<file path="config.mk">
export PLATFORM = sky130hd
export DESIGN_NAME = sampled_cosine_generator
export DESIGN_NICKNAME = d
export VERILOG_FILES = /design/src/rtl/scg_pkg.sv /design/src/rtl/scg_front.sv /design/src/rtl/scg_cmd_queue.sv /design/src/rtl/scg_back.sv /design/src/rtl/sampled_cosine_generator.sv
export SDC_FILE = /design/constraint.sdc
export NUM_CORES = 2
export LEC_CHECK = 0
export BUFFER_PORTS_ARGS = -buffer_cell sky130_fd_sc_hd__clkbuf_2
export CAP_MARGIN = 40
export CORE_MARGIN = 1.5
export CORE_UTILIZATION = 34
export CTS_CLUSTER_SIZE = 12
export DETAILED_ROUTE_END_ITERATION = 8
export PLACE_DENSITY_LB_ADDON = 0.1
export SYNTH_ARGS = -nofsm -noshare
export SYNTH_HDL_FRONTEND = slang
export SYNTH_SLANG_ARGS = --single-unit
</file>
<file path="constraint.sdc">
create_clock -name clk -period 7.3 [get_ports clk]
set_clock_uncertainty 0.2 [all_clocks]
set_input_delay 2.19 -clock clk [delete_from_list [all_inputs] [get_ports clk]]
set_output_delay 2.19 -clock clk [all_outputs]
set_load 0.02 [all_outputs]
</file>
<file path="src/rtl/scg_pkg.sv">
// shared constants, types and the quarter-wave cosine table of the cosine generator
package scg_pkg;

    // phase and table geometry
    localparam int PHASE_BITS      = 32;
    localparam int TABLE_ADDR_BITS = 8;
    localparam int TABLE_WIDTH     = 16;
    localparam int TABLE_SIZE      = 1 << TABLE_ADDR_BITS;

    // register and field widths
    localparam int REG_PHASE_W = 32;
    localparam int AMP_W       = 16;
    localparam int VAL_W       = 24;
    localparam int IDX_W       = 16;
    localparam int FRAC_BITS   = 8;
    localparam int CFG_INDEX_W = 3;
    localparam int CFG_DATA_W  = 32;

    // quadrant plus table address taken from the top of the phase
    localparam int ANGLE_W = TABLE_ADDR_BITS + 2;
    localparam int PROD_W  = TABLE_WIDTH + AMP_W;
    localparam int MAG_W   = PROD_W + 1 - (TABLE_WIDTH - 1);
    localparam int SUM_W   = ((MAG_W > VAL_W) ? MAG_W : VAL_W) + 2;
    localparam int RND_W   = VAL_W + 2;

    // saturation limits, signed Q16.8
    localparam int SAT_MAX   = (1 << (VAL_W - 1)) - 1;
    localparam int SAT_MIN   = -(1 << (VAL_W - 1));
    localparam int WHOLE_MAX = (1 << (VAL_W - 1)) - (1 << FRAC_BITS);
    localparam int FRAC_HALF = 1 << (FRAC_BITS - 1);
    localparam int PROD_HALF = 1 << (TABLE_WIDTH - 2);

    // queues, depths are powers of two
    localparam int CMD_DEPTH   = 2;
    localparam int CMD_PTR_W   = $clog2(CMD_DEPTH);
    localparam int CMD_CNT_W   = $clog2(CMD_DEPTH + 1);
    localparam int OUT_DEPTH   = 8;
    localparam int OUT_PTR_W   = $clog2(OUT_DEPTH);
    localparam int OUT_CNT_W   = $clog2(OUT_DEPTH + 1);

    // register reset values
    localparam logic [REG_PHASE_W-1:0] PHASE_STEP_RESET  = 32'd85899346;
    localparam logic [REG_PHASE_W-1:0] START_PHASE_RESET = '0;
    localparam logic [AMP_W-1:0]       AMPLITUDE_RESET   = 16'd256;
    localparam logic [VAL_W-1:0]       DC_OFFSET_RESET   = '0;
    localparam logic [IDX_W-1:0]       SAMPLE_COUNT_RESET = 16'd101;

    typedef enum logic [CFG_INDEX_W-1:0] {
        REG_PHASE_STEP   = 3'd0,
        REG_START_PHASE  = 3'd1,
        REG_AMPLITUDE    = 3'd2,
        REG_DC_OFFSET    = 3'd3,
        REG_SAMPLE_COUNT = 3'd4,
        REG_ROUND_MODE   = 3'd5
    } cfg_reg_t;

    typedef struct packed {
        logic [REG_PHASE_W-1:0]  phase_step;
        logic [REG_PHASE_W-1:0]  start_phase;
        logic [AMP_W-1:0]        amplitude;
        logic signed [VAL_W-1:0] dc_offset;
        logic [IDX_W-1:0]        sample_count;
        logic                    round_mode;
    } cfg_t;

    // one classified sample tick handed from front to back
    typedef struct packed {
        logic [ANGLE_W-1:0] angle;
        logic [IDX_W-1:0]   index;
        logic               last;
    } cmd_t;

    typedef struct packed {
        logic signed [VAL_W-1:0] value;
        logic [IDX_W-1:0]        index;
        logic                    last;
    } res_t;

    typedef logic [TABLE_SIZE-1:0][TABLE_WIDTH-1:0] cos_table_t;

    localparam logic [63:0] Q30_ONE     = 64'd1 << 30;
    localparam logic [63:0] HALF_PI_Q30 = 64'd1686629713;
    localparam int          TAB_SHIFT   = 31 - TABLE_WIDTH;
    localparam logic [63:0] TAB_HALF    = 64'd1 << (TAB_SHIFT - 1);

    // taylor term divisor 2n(2n-1)
    function automatic logic [63:0] taylor_div(logic [63:0] p, int n);
        logic [63:0] q;
        unique case (n)
            11:      q = p / 64'd462;
            10:      q = p / 64'd380;
            9:       q = p / 64'd306;
            8:       q = p / 64'd240;
            7:       q = p / 64'd182;
            6:       q = p / 64'd132;
            5:       q = p / 64'd90;
            4:       q = p / 64'd56;
            3:       q = p / 64'd30;
            2:       q = p / 64'd12;
            default: q = p / 64'd2;
        endcase
        return q;
    endfunction

    // cos(k/size * pi/2) in unsigned Q1.(TABLE_WIDTH-1), horner form in Q30
    function automatic logic [TABLE_WIDTH-1:0] cos_entry(int k);
        logic [63:0] x;
        logic [63:0] y;
        logic [63:0] t;
        logic [63:0] s;
        logic [63:0] r;
        x = (HALF_PI_Q30 * 64'(k)) >> TABLE_ADDR_BITS;
        y = (x * x) >> 30;
        t = Q30_ONE;
        for (int n = 11; n >= 1; n--) begin
            s = taylor_div((y * t) >> 30, n);
            t = (s > Q30_ONE) ? 64'd0 : Q30_ONE - s;
        end
        r = (t + TAB_HALF) >> TAB_SHIFT;
        return r[TABLE_WIDTH-1:0];
    endfunction

    function automatic cos_table_t build_cos_table();
        cos_table_t tbl;
        for (int k = 0; k < TABLE_SIZE; k++) begin
            tbl[k] = cos_entry(k);
        end
        return tbl;
    endfunction

    localparam cos_table_t COS_TABLE = build_cos_table();

    // 32-bit register phase placed onto the accumulator width
    function automatic logic [PHASE_BITS-1:0] align_phase(logic [REG_PHASE_W-1:0] v);
        logic [PHASE_BITS+REG_PHASE_W-1:0] w;
        w = {v, {PHASE_BITS{1'b0}}};
        return w[PHASE_BITS+REG_PHASE_W-1 -: PHASE_BITS];
    endfunction

endpackage

</file>
<file path="src/rtl/scg_front.sv">
// front end: takes sample ticks, runs the phase accumulator and the sample counter
module scg_front (
    input  logic          clk,
    input  logic          rst_n,
    input  scg_pkg::cfg_t cfg,
    input  logic          push,
    input  logic          restart,
    input  logic          q_full,
    output logic          cmd_wr,
    output scg_pkg::cmd_t cmd
);

    logic [scg_pkg::PHASE_BITS-1:0] phase_reg;
    logic [scg_pkg::PHASE_BITS-1:0] phase_next;
    logic [scg_pkg::IDX_W-1:0]      idx_reg;
    logic [scg_pkg::IDX_W-1:0]      idx_next;
    logic [scg_pkg::PHASE_BITS-1:0] cur_phase;
    logic [scg_pkg::IDX_W-1:0]      cur_idx;
    logic [scg_pkg::IDX_W-1:0]      last_idx;
    logic                           is_last;

    assign cmd_wr    = push && !q_full;
    assign cur_phase = restart ? scg_pkg::align_phase(cfg.start_phase) : phase_reg;
    assign cur_idx   = restart ? '0 : idx_reg;
    assign last_idx  = cfg.sample_count - scg_pkg::IDX_W'(1);
    assign is_last   = (cur_idx == last_idx);

    assign cmd.angle = cur_phase[scg_pkg::PHASE_BITS-1 -: scg_pkg::ANGLE_W];
    assign cmd.index = cur_idx;
    assign cmd.last  = is_last;

    always_comb
    begin
        phase_next = phase_reg;
        idx_next   = idx_reg;
        if (cmd_wr)
        begin
            if (is_last)
            begin
                phase_next = scg_pkg::align_phase(cfg.start_phase);
                idx_next   = '0;
            end
            else
            begin
                phase_next = cur_phase + scg_pkg::align_phase(cfg.phase_step);
                idx_next   = cur_idx + scg_pkg::IDX_W'(1);
            end
        end
    end

    always_ff @(posedge clk or negedge rst_n)
    begin
        if (!rst_n)
        begin
            phase_reg <= scg_pkg::align_phase(scg_pkg::START_PHASE_RESET);
            idx_reg   <= '0;
        end
        else
        begin
            phase_reg <= phase_next;
            idx_reg   <= idx_next;
        end
    end

    // a flagged last sample always starts the next run at index zero
    a_run_wraps: assert property (@(posedge clk) disable iff (!rst_n)
        (cmd_wr && is_last) |=> (idx_reg == '0))
        else $error("index did not return to zero after last sample");

endmodule

</file>
<file path="src/rtl/scg_cmd_queue.sv">
// short queue of classified ticks between front end and back end
module scg_cmd_queue (
    input  logic          clk,
    input  logic          rst_n,
    input  logic          wr,
    input  scg_pkg::cmd_t wr_data,
    output logic          full,
    input  logic          rd,
    output logic          rd_valid,
    output scg_pkg::cmd_t rd_data
);

    scg_pkg::cmd_t                  mem [scg_pkg::CMD_DEPTH];
    logic [scg_pkg::CMD_PTR_W-1:0]  wr_ptr_reg;
    logic [scg_pkg::CMD_PTR_W-1:0]  rd_ptr_reg;
    logic [scg_pkg::CMD_CNT_W-1:0]  cnt_reg;
    logic [scg_pkg::CMD_CNT_W-1:0]  cnt_next;

    assign full     = (cnt_reg == scg_pkg::CMD_CNT_W'(scg_pkg::CMD_DEPTH));
    assign rd_valid = (cnt_reg != '0);
    assign rd_data  = mem[rd_ptr_reg];

    always_comb
    begin
        cnt_next = cnt_reg;
        if (wr && !rd)
        begin
            cnt_next = cnt_reg + scg_pkg::CMD_CNT_W'(1);
        end
        else if (rd && !wr)
        begin
            cnt_next = cnt_reg - scg_pkg::CMD_CNT_W'(1);
        end
    end

    always_ff @(posedge clk)
    begin
        if (wr)
        begin
            mem[wr_ptr_reg] <= wr_data;
        end
    end

    always_ff @(posedge clk or negedge rst_n)
    begin
        if (!rst_n)
        begin
            wr_ptr_reg <= '0;
            rd_ptr_reg <= '0;
            cnt_reg    <= '0;
        end
        else
        begin
            if (wr)
            begin
                wr_ptr_reg <= wr_ptr_reg + scg_pkg::CMD_PTR_W'(1);
            end
            if (rd)
            begin
                rd_ptr_reg <= rd_ptr_reg + scg_pkg::CMD_PTR_W'(1);
            end
            cnt_reg <= cnt_next;
        end
    end

    a_no_overrun: assert property (@(posedge clk) disable iff (!rst_n)
        wr |-> (!full || rd))
        else $error("command queue written while full");

    a_no_underrun: assert property (@(posedge clk) disable iff (!rst_n)
        rd |-> rd_valid)
        else $error("command queue read while empty");

endmodule

</file>
<file path="src/rtl/scg_back.sv">
// back end: table lookup, amplitude multiply, offset, saturation, rounding, result queue
module scg_back (
    input  logic          clk,
    input  logic          rst_n,
    input  scg_pkg::cfg_t cfg,
    input  logic          cmd_valid,
    input  scg_pkg::cmd_t cmd,
    output logic          cmd_rd,
    output logic          empty,
    input  logic          pop,
    output scg_pkg::res_t res
);

    // issue / lookup
    logic [1:0]                           quad;
    logic [scg_pkg::TABLE_ADDR_BITS-1:0]  taddr;
    logic [scg_pkg::TABLE_ADDR_BITS-1:0]  raddr;
    logic                                 mirror;
    logic [scg_pkg::TABLE_WIDTH-1:0]      mag;
    logic [scg_pkg::OUT_CNT_W:0]          credit_used;

    // stage 1: magnitude from table
    logic                                 s1_v_reg;
    logic [scg_pkg::TABLE_WIDTH-1:0]      s1_mag_reg;
    logic                                 s1_neg_reg;
    logic [scg_pkg::IDX_W-1:0]            s1_index_reg;
    logic                                 s1_last_reg;

    // stage 2: product
    logic                                 s2_v_reg;
    logic [scg_pkg::PROD_W-1:0]           s2_prod_reg;
    logic                                 s2_neg_reg;
    logic [scg_pkg::IDX_W-1:0]            s2_index_reg;
    logic                                 s2_last_reg;

    // stage 3: saturated sample
    logic [scg_pkg::PROD_W:0]             prod_rnd;
    logic [scg_pkg::MAG_W-1:0]            mag_rnd;
    logic signed [scg_pkg::SUM_W-1:0]     mag_s;
    logic signed [scg_pkg::SUM_W-1:0]     sum;
    logic signed [scg_pkg::VAL_W-1:0]     sat_val;
    logic                                 s3_v_reg;
    logic signed [scg_pkg::VAL_W-1:0]     s3_val_reg;
    logic [scg_pkg::IDX_W-1:0]            s3_index_reg;
    logic                                 s3_last_reg;

    // whole-number rounding on the way into the queue
    logic signed [scg_pkg::RND_W-1:0]     v_ext;
    logic signed [scg_pkg::RND_W-1:0]     v_rnd;
    scg_pkg::res_t                        wr_res;

    // result queue
    scg_pkg::res_t                        fifo_mem [scg_pkg::OUT_DEPTH];
    logic [scg_pkg::OUT_PTR_W-1:0]        wr_ptr_reg;
    logic [scg_pkg::OUT_PTR_W-1:0]        rd_ptr_reg;
    logic [scg_pkg::OUT_CNT_W-1:0]        cnt_reg;
    logic [scg_pkg::OUT_CNT_W-1:0]        cnt_next;
    logic                                 pop_fire;

    // a tick issues only when its result is sure to find a queue slot
    assign credit_used = {1'b0, cnt_reg}
                       + (scg_pkg::OUT_CNT_W+1)'(s1_v_reg)
                       + (scg_pkg::OUT_CNT_W+1)'(s2_v_reg)
                       + (scg_pkg::OUT_CNT_W+1)'(s3_v_reg);
    assign cmd_rd = cmd_valid
                 && (credit_used < (scg_pkg::OUT_CNT_W+1)'(scg_pkg::OUT_DEPTH));

    // quadrants 1 and 3 read the mirrored address, zero at the quadrant edge
    assign quad   = cmd.angle[scg_pkg::ANGLE_W-1 -: 2];
    assign taddr  = cmd.angle[scg_pkg::TABLE_ADDR_BITS-1:0];
    assign mirror = quad[0];
    assign raddr  = mirror ? (-taddr) : taddr;
    assign mag    = (mirror && (taddr == '0)) ? '0 : scg_pkg::COS_TABLE[raddr];

    always_comb
    begin
        prod_rnd = {1'b0, s2_prod_reg} + (scg_pkg::PROD_W+1)'(scg_pkg::PROD_HALF);
        mag_rnd  = prod_rnd[scg_pkg::PROD_W -: scg_pkg::MAG_W];
        mag_s    = signed'(scg_pkg::SUM_W'(mag_rnd));
        sum      = (s2_neg_reg ? -mag_s : mag_s) + scg_pkg::SUM_W'(cfg.dc_offset);
        if (sum > scg_pkg::SUM_W'(scg_pkg::SAT_MAX))
        begin
            sat_val = scg_pkg::VAL_W'(scg_pkg::SAT_MAX);
        end
        else if (sum < scg_pkg::SUM_W'(scg_pkg::SAT_MIN))
        begin
            sat_val = scg_pkg::VAL_W'(scg_pkg::SAT_MIN);
        end
        else
        begin
            sat_val = sum[scg_pkg::VAL_W-1:0];
        end
    end

    always_comb
    begin
        v_ext = scg_pkg::RND_W'(s3_val_reg);
        v_rnd = v_ext;
        if (cfg.round_mode)
        begin
            if (!s3_val_reg[scg_pkg::VAL_W-1])
            begin
                v_rnd = v_ext + scg_pkg::RND_W'(scg_pkg::FRAC_HALF);
                v_rnd[scg_pkg::FRAC_BITS-1:0] = '0;
                if (v_rnd > scg_pkg::RND_W'(scg_pkg::WHOLE_MAX))
                begin
                    v_rnd = scg_pkg::RND_W'(scg_pkg::WHOLE_MAX);
                end
            end
            else
            begin
                v_rnd = -v_ext + scg_pkg::RND_W'(scg_pkg::FRAC_HALF);
                v_rnd[scg_pkg::FRAC_BITS-1:0] = '0;
                v_rnd = -v_rnd;
            end
        end
        wr_res.value = v_rnd[scg_pkg::VAL_W-1:0];
        wr_res.index = s3_index_reg;
        wr_res.last  = s3_last_reg;
    end

    // pipeline payload
    always_ff @(posedge clk)
    begin
        s1_mag_reg   <= mag;
        s1_neg_reg   <= quad[1] ^ quad[0];
        s1_index_reg <= cmd.index;
        s1_last_reg  <= cmd.last;
        s2_prod_reg  <= scg_pkg::PROD_W'(s1_mag_reg) * scg_pkg::PROD_W'(cfg.amplitude);
        s2_neg_reg   <= s1_neg_reg;
        s2_index_reg <= s1_index_reg;
        s2_last_reg  <= s1_last_reg;
        s3_val_reg   <= sat_val;
        s3_index_reg <= s2_index_reg;
        s3_last_reg  <= s2_last_reg;
    end

    always_ff @(posedge clk or negedge rst_n)
    begin
        if (!rst_n)
        begin
            s1_v_reg <= 1'b0;
            s2_v_reg <= 1'b0;
            s3_v_reg <= 1'b0;
        end
        else
        begin
            s1_v_reg <= cmd_rd;
            s2_v_reg <= s1_v_reg;
            s3_v_reg <= s2_v_reg;
        end
    end

    // result queue
    assign empty    = (cnt_reg == '0);
    assign pop_fire = pop && !empty;
    assign res      = fifo_mem[rd_ptr_reg];

    always_comb
    begin
        cnt_next = cnt_reg;
        if (s3_v_reg && !pop_fire)
        begin
            cnt_next = cnt_reg + scg_pkg::OUT_CNT_W'(1);
        end
        else if (pop_fire && !s3_v_reg)
        begin
            cnt_next = cnt_reg - scg_pkg::OUT_CNT_W'(1);
        end
    end

    always_ff @(posedge clk)
    begin
        if (s3_v_reg)
        begin
            fifo_mem[wr_ptr_reg] <= wr_res;
        end
    end

    always_ff @(posedge clk or negedge rst_n)
    begin
        if (!rst_n)
        begin
            wr_ptr_reg <= '0;
            rd_ptr_reg <= '0;
            cnt_reg    <= '0;
        end
        else
        begin
            if (s3_v_reg)
            begin
                wr_ptr_reg <= wr_ptr_reg + scg_pkg::OUT_PTR_W'(1);
            end
            if (pop_fire)
            begin
                rd_ptr_reg <= rd_ptr_reg + scg_pkg::OUT_PTR_W'(1);
            end
            cnt_reg <= cnt_next;
        end
    end

    // queued plus in-flight results never exceed the queue
    a_credit: assert property (@(posedge clk) disable iff (!rst_n)
        credit_used <= (scg_pkg::OUT_CNT_W+1)'(scg_pkg::OUT_DEPTH))
        else $error("result queue credit overrun");

    a_pipe_moves: assert property (@(posedge clk) disable iff (!rst_n)
        s1_v_reg |=> (s2_v_reg && s3_v_reg == $past(s2_v_reg)))
        else $error("back-end pipeline lost a sample");

endmodule

</file>
<file path="src/rtl/sampled_cosine_generator.sv">
// top level of the sampled cosine generator: register file, front end, queue, back end
//
// Numerically controlled cosine oscillator. Every transfer on the input queue
// interface (push while full is low) is one sample tick and yields exactly one
// result transfer: sample_value = amplitude * cos(2*pi*phase) + dc_offset,
// saturated signed Q16.8, optionally rounded half away from zero to a whole
// number; sample_index is its position in the run and last_sample marks the
// final sample of a run of sample_count samples (a count of 0 means 65536).
// After the last sample the index goes back to zero and the phase reloads
// from start_phase; restart on a tick does the same before that tick's
// sample. The phase accumulator adds phase_step per sample and wraps.
// Rate: one sample per clock sustained while the consumer keeps popping, a
// new tick may be pushed every cycle while full is low. A tick's result becomes
// visible (empty low) after the command queue, table lookup, amplitude multiply
// and offset/saturation stages; whole-number rounding is applied as the result
// enters the 8-entry result queue. The back end only issues a tick when the
// result queue has room for it, so full rises only after the consumer has
// stopped popping long enough to fill both queues. The configuration port is
// always ready; write registers only while no tick is in flight. start_phase
// takes effect at the next restart or run end, the others on the next tick.
module sampled_cosine_generator (
    input  logic                                  clk,
    input  logic                                  rst_n,
    // configuration writes
    input  logic                                  cfg_valid,
    output logic                                  cfg_ready,
    input  logic [scg_pkg::CFG_INDEX_W-1:0]       cfg_index,
    input  logic [scg_pkg::CFG_DATA_W-1:0]        cfg_data,
    // sample ticks
    input  logic                                  push,
    output logic                                  full,
    input  logic                                  restart,
    // generated samples
    output logic                                  empty,
    input  logic                                  pop,
    output logic signed [scg_pkg::VAL_W-1:0]      sample_value,
    output logic [scg_pkg::IDX_W-1:0]             sample_index,
    output logic                                  last_sample
);

    scg_pkg::cfg_t cfg_reg;
    scg_pkg::cfg_t cfg_next;
    scg_pkg::cmd_t front_cmd;
    scg_pkg::cmd_t head_cmd;
    scg_pkg::res_t res;
    logic          cmd_wr;
    logic          cmd_rd;
    logic          cmd_valid;
    logic          q_full;

    // register file, every write transfer to a defined register index lands in the same cycle
    assign cfg_ready = 1'b1;

    always_comb
    begin
        cfg_next = cfg_reg;
        if (cfg_valid)
        begin
            unique case (scg_pkg::cfg_reg_t'(cfg_index))
                scg_pkg::REG_PHASE_STEP:
                    cfg_next.phase_step = cfg_data[scg_pkg::REG_PHASE_W-1:0];
                scg_pkg::REG_START_PHASE:
                    cfg_next.start_phase = cfg_data[scg_pkg::REG_PHASE_W-1:0];
                scg_pkg::REG_AMPLITUDE:
                    cfg_next.amplitude = cfg_data[scg_pkg::AMP_W-1:0];
                scg_pkg::REG_DC_OFFSET:
                    cfg_next.dc_offset = signed'(cfg_data[scg_pkg::VAL_W-1:0]);
                scg_pkg::REG_SAMPLE_COUNT:
                    cfg_next.sample_count = cfg_data[scg_pkg::IDX_W-1:0];
                scg_pkg::REG_ROUND_MODE:
                    cfg_next.round_mode = cfg_data[0];
                default:
                    cfg_next = cfg_reg;
            endcase
        end
    end

    always_ff @(posedge clk or negedge rst_n)
    begin
        if (!rst_n)
        begin
            cfg_reg.phase_step   <= scg_pkg::PHASE_STEP_RESET;
            cfg_reg.start_phase  <= scg_pkg::START_PHASE_RESET;
            cfg_reg.amplitude    <= scg_pkg::AMPLITUDE_RESET;
            cfg_reg.dc_offset    <= signed'(scg_pkg::DC_OFFSET_RESET);
            cfg_reg.sample_count <= scg_pkg::SAMPLE_COUNT_RESET;
            cfg_reg.round_mode   <= 1'b0;
        end
        else
        begin
            cfg_reg <= cfg_next;
        end
    end

    // front end owns phase and index, one tick per cycle while full is low
    scg_front u_front (
        .clk     (clk),
        .rst_n   (rst_n),
        .cfg     (cfg_reg),
        .push    (push),
        .restart (restart),
        .q_full  (q_full),
        .cmd_wr  (cmd_wr),
        .cmd     (front_cmd)
    );

    assign full = q_full;

    // decouples the front end from back-end stalls
    scg_cmd_queue u_cmd_queue (
        .clk      (clk),
        .rst_n    (rst_n),
        .wr       (cmd_wr),
        .wr_data  (front_cmd),
        .full     (q_full),
        .rd       (cmd_rd),
        .rd_valid (cmd_valid),
        .rd_data  (head_cmd)
    );

    // arithmetic pipeline and result queue
    scg_back u_back (
        .clk       (clk),
        .rst_n     (rst_n),
        .cfg       (cfg_reg),
        .cmd_valid (cmd_valid),
        .cmd       (head_cmd),
        .cmd_rd    (cmd_rd),
        .empty     (empty),
        .pop       (pop),
        .res       (res)
    );

    assign sample_value = res.value;
    assign sample_index = res.index;
    assign last_sample  = res.last;

endmodule
</file>
Word level (Yosys, flattened, before mapping) --
Memory sizes are Yosys's and may differ from the RTL's. A register that Yosys moved wholly into a read port is not among the register bits. Cells that the tools add are included.
Word-level totals: flip-flop bits (word level) 295, bits in writable memories 382, bits in read-only memories 4096, bits of input ports 41, output and inout bits 44, word-level logic and storage cells 109, memories 3
Memories:
- (no name shown) | words 256, bits a word 16, read ports 1, clocked after Yosys merged registers in 1, wr ports 0, RTL line scg_back.sv:73 | assign mag = (mirror && (taddr == '0)) ? '0 : scg_pkg::COS_TABLE[raddr];
- u_back.fifo_mem | words 8, bits a word 41, read ports 1, clocked after Yosys merged registers in 0, wr ports 1, RTL line scg_back.sv:53 | scg_pkg::res_t fifo_mem [scg_pkg::OUT_DEPTH];
- u_cmd_queue.mem | words 2, bits a word 27, read ports 1, clocked after Yosys merged registers in 0, wr ports 1, RTL line scg_cmd_queue.sv:13 | scg_pkg::cmd_t mem [scg_pkg::CMD_DEPTH];
Cells by class: add/subtract/negate cells 22, multipliers 1, $lt $le $gt $ge 4, equal/unequal tests 7, mux-type cells 18, bitwise gates (word level) 1, reductions and logical operators 26
Operator list (number):
- two-way mux 24 bit | 4
- two-way mux 32 bit | 2
- negator 24 bit | 2
- adder 32 x 15 -> 33 bit, second input constant | 1
- adder 32 bit | 1
- multiplier 16 x 16 -> 32 bit | 1
- two-way mux 16 bit | 2
- adder 26 x 24 -> 26 bit | 1
- greater-than comparator 26 x 24 -> 1 bit, second input constant | 1
- less-than comparator 26 x 24 -> 1 bit, second input constant | 1
- two-way mux 26 bit | 1
- negator 18 -> 26 bit | 1
- adder 24 x 9 -> 25 bit, second input constant | 1
- greater-than comparator 25 x 24 -> 1 bit, second input constant | 1
- adder 24 x 9 -> 24 bit, second input constant | 1
- adder 16 x 1 -> 16 bit, second input constant | 1
- == test 16 bit | 1
- subtractor 16 x 1 -> 16 bit, second input constant | 1
- AND reduction 2 bit | 6
- adder 5 x 1 -> 5 bit | 2
- logical AND 1 bit | 8
- logical NOT 8 bit | 1
- two-way mux 4 bit | 2
- two-way mux 8 bit | 1
- 20 further kinds | 35

Logic depth before layout (Yosys ltp) --
depth after elaboration 8, mapped depth 25, depth with buffers taken out 24

Modules after synthesis --
A second synthesis with hierarchy kept.
Second synthesis, totals: cells, all modules 3909, area total of the unflattened synthesis 43269.0 µm²
By module, submodules not included:
- scg_back | instances 1, cells an instance 2921, area each 31368.8 µm², sequential area each 12396.9 µm²
- scg_front | instances 1, cells an instance 625, area each 5006.1 µm², sequential area each 1201.2 µm²
- sampled_cosine_generator | instances 1, cells an instance 263, area each 4657.0 µm², sequential area each 3050.4 µm²
- scg_cmd_queue | instances 1, cells an instance 100, area each 2237.1 µm², sequential area each 1721.7 µm²

Worst setup path before layout --
OpenSTA, ideal clock, no wires.
path kind flip-flop to flip-flop, from register cfg_reg[49] in the netlist's numbering, to register u_back.s2_prod_reg[31] in the netlist's numbering, library setup time 0.121 ns, arrival 6.187 ns, required time 6.979 ns, slack 0.792 ns, cell stages (with the launch flop) 24, buffers on the path 2, clock period less this slack 6.508 ns, path through dfstp_2 -> clkbuf_1 -> clkbuf_1 -> nand2_1 -> fa_1 -> fa_1 -> fa_1 -> inv_1 -> fa_1 -> inv_1 -> fa_1 -> inv_1 -> fa_1 -> ha_1 -> o21a_1 -> o211a_1 -> o2111ai_1 -> a21oi_1 -> o21bai_1 -> o21ai_0 -> and4_1 -> nor3_1 -> o21ba_2 -> xnor2_1
Between the ends: longest elaborated chain between the ends 1
Ends and longest elaborated chain:
- start, declared | RTL line sampled_cosine_generator.sv:41 | scg_pkg::cfg_t cfg_reg;
- start signal, assigned | RTL line sampled_cosine_generator.sv:91 | cfg_reg <= cfg_next;
- multiplier 16 x 16 -> 32 bit | RTL line scg_back.sv:129 | s2_prod_reg <= scg_pkg::PROD_W'(s1_mag_reg) * scg_pkg::PROD_W'(cfg.amplitude);
- end signal, assigned | RTL line scg_back.sv:129
- end, declared | RTL line scg_back.sv:31 | logic [scg_pkg::PROD_W-1:0] s2_prod_reg;
Every way passes these cells. A chain may end at the register's enable or synchronous reset.

Worst setup path after layout --
from register cfg_reg[45] in the netlist's numbering, to register u_back.s2_prod_reg[31] in the netlist's numbering
The elaborated chain is that of the path after synthesis.

==> impl_metrics.py <==
metrics = {
    "die": {
        "fp.coreArea_um2": 125000,
        "floorplan.die.width_um": 358,
        "floorplan.initialDensity_pct": 34.2,
        "design.die.area_um2": 128000,
        "ioPinCount": 85,
        "die_h_um": 358,
        "placementRows": 130,
    },
    "timing": {
        "max-slew-margin-rel_pct": 36.6,
        "timing.final.hold_violations": 0,
        "layout_worst_path_cycle_share_pct": 94.8,
        "finalCriticalPeriod_ps": 6920,
        "postLayoutSetupSlackWorst_ps": 377,
        "worst_hold_margin_ps": 116,
        "setup-tns-final_ps": 0,
        "tightestPinTransition_ps": 947,
        "grt_setup_unrepaired": "false",
        "maximum_achievable_frequency_ghz": 0.144,
        "slew_viol_final": 0,
        "setup_violations": 0,
    },
    "yosys": {
        "synth-main-ff-cell": "edfxtp_1",
        "asyncSetResetFlopFracSynth_pct": 27.4,
        "mappedNetlistNets": 4361,
        "synth_sequential_area_ratio_pct": 42.9,
        "synthDominantCellAreaShare_pct": 26.8,
        "yosys_warnings": 0,
        "syn_inst": 3934,
        "synth-seq-cells": 679,
        "top_post_synthesis_cells_by_area": "edfxtp_1, dfrtp_1, fa_1",
        "postSynthAreaPerCell_um2": 10.9,
        "synth_area_um2": 42800,
        "post-synth-top-area-cell": "edfxtp_1",
        "synth_cell_types": 89,
        "edff_count_synth": 382,
    },
    "outcome": {
        "outcome": "complete, no violations",
    },
    "routing": {
        "ant_nets": 0,
        "drt-wirelength-per-cell_um": 22.2,
        "drtIter0Drc": 2311,
        "first_pass_iters": 7,
        "dr_total_vias": 30777,
        "routed_wirelength_um": 126000,
        "route.detailed.drc": 0,
        "drt-vias-per-instance": 5.41,
    },
    "critical_path": {
        "rr_endpoint": "u_back.s2_prod_reg[31]$_DFF_P_",
        "crit_path_start_kind": "register",
        "worst_path_maximum_fanout": 11,
        "r2r_start": "cfg_reg[45]$_DFFE_PN0P_",
        "r2r_setup_slack_ps": 380,
        "depth_of_the_worst_register_to_register_path": 22,
        "arrival_ps": 7260,
        "critical_path.endpoint_type": "register",
        "cp_data_required_time_ps": 7640,
        "setup.worst_path.class": "register to register",
        "critPathCapture": "u_back.s2_prod_reg[31]$_DFF_P_",
        "worstSetupStartpoint": "cfg_reg[45]$_DFFE_PN0P_",
    },
    "place": {
        "io_buffer_count": 83,
        "pre_cts_slack_ps": 124,
        "final_weighted_congestion_of_routability_driven_global_placement": 0.912,
        "detailedPlacementHpwl_um": 88300,
    },
    "cells_and_area": {
        "mostFrequentLayoutCell": "nand2_1",
        "post_route_cells_drive_above_1_share_pct": 16.8,
        "most-common-layout-cells": "nand2_1, edfxtp_1, inv_1, mux2_2, o21ai_0",
        "areaGrowthSynthToFinish_pct": 12.2,
        "largest_reg_flops": 328,
        "nets": 4398,
    },
    "global_routing": {
        "total_global_route_track_usage_pct": 19.7,
        "grt_antenna_before_repair": 7,
        "number_of_global_route_vias_before_repair": 30834,
        "overflow": 0,
        "wire_length_of_the_first_global_routing_pass_um": 194000,
        "grt_start_max_net_pins": 82,
    },
    "cts": {
        "clk_root_buffer_cell": "clkbuf_16",
        "cts-htree-levels": 3,
        "path_clk_slew_ps": 60,
        "cts-root-to-sink-buffers": 3,
        "clock_sinks": 679,
        "numCtsBuffers": 75,
        "worstSkewPairLatency_ps": 670,
        "cts_hold_buf": 0,
        "clock_tree_from_tritoncts": "built",
    },
    "job": {
        "cap_violations": 0,
    },
    "worst_hold_path": {
        "worst_min_delay_path_category": "register to register",
    },
}
==> cell usage after synthesis (40+ instances only) <==
cell type    n
nand2_1    395
edfxtp_1   382
inv_1      277
mux2_2     217
o21ai_0    210
nor2_1     202
fa_1       197
a21oi_1    191
ha_1       189
clkbuf_1   186
dfrtp_1    168
dfxtp_1    111
and2_1      96
nor3_1      88
xnor2_1     84
mux4_2      83
nand3_1     83
xor2_1      61
nor2b_1     41
buf_1       40
==> metal layers <==
layer / vias up / track usage (%) / wire length [µm]
li1: 14271 / - / -
met1: 15380 / 27.5 / 58000
met2: 882 / 31.3 / 57800
met3: 240 / 3.21 / 6530
met4: 4 / 6.16 / 3830
met5: - / 0 / 25
==> cell families (layout without fill, tap and decap cells) <==
logic type | after synthesis | in the layout | share of synthesized area, %
flops | 679 | 679 | 42.9
fa+ha+maj | 387 | 387 | 14.7
simple gates | 1079 | 1079 | 12.1
other cells | 1 | 5 | 0.00875
compound gates | 795 | 795 | 11.9
mux | 329 | 329 | 10.7
buf+inv | 519 | 619 | 4.64
xor+xnor | 145 | 145 | 2.96
==> worst min path at each step <==
| stage | startpoint | endpoint | depth (start not counted) | slack, ps |
|---|---|---|---|---|
| floorplan | u_back.s1_index_reg[0]$_DFF_P_ | u_back.s2_index_reg[0]$_DFF_P_ | 0 | 110 |
| global placement | u_back.s1_index_reg[11]$_DFF_P_ | u_back.s2_index_reg[11]$_DFF_P_ | 0 | 110 |
| detailed placement | u_back.s1_index_reg[14]$_DFF_P_ | u_back.s2_index_reg[14]$_DFF_P_ | 0 | 110 |
| CTS | u_back.s1_index_reg[1]$_DFF_P_ | u_back.s2_index_reg[1]$_DFF_P_ | 0 | 110 |
| global route | u_back.s1_index_reg[1]$_DFF_P_ | u_back.s2_index_reg[1]$_DFF_P_ | 0 | 120 |
| finish | u_back.s1_index_reg[1]$_DFF_P_ | u_back.s2_index_reg[1]$_DFF_P_ | 0 | 120 |
==> critical path, stage by stage (launching register included) <==
cell and delay (ps):
dfrtp_1 580, buf_4 230, nand2_1 70, fa_1 490, inv_1 60, fa_1 530
inv_1 50, fa_1 530, fa_1 450, fa_1 560, inv_1 60, fa_1 470
ha_1 360, nand4_1 110, o22ai_1 350, nor3_1 80, a21oi_1 360, o21bai_1 230
o21ai_0 370, and4_1 270, nor3_1 70, o21ba_2 200, xnor2_1 110
==> final cells by class <==
cell class	instances	area, µm²
Multi-Input combinational cell	2736	22700
Tap cell	1650	2060
Clock inverter	19	310
Fill cell	12441	77200
Timing Repair Buffer	200	1390
Antenna cell	4	10.0
Inverter	279	1050
Clock buffer	121	2170
Sequential cell	679	18400
==> per-stage QoR <==
stage,utilization (%),area [µm²],instances
final,38.4,48100,5688
after detailed placement,36.4,45600,5544
after floorplan,-,42800,3934
after global placement,36.3,45400,5534
after CTS,38.4,48000,5684
after global routing,38.4,48000,5684
==> what timing repair did <==
| item | in CTS | in global routing |
|---|---|---|
| endpoints found under the setup margin | 0 | 1 |
| buffers inserted | 0 | 0 |
| gates resized for setup | 0 | 3 |
Power is left out: the tool's default activity adds up to more than one toggle a clock period on the data nets, which glitch-free logic cannot reach.
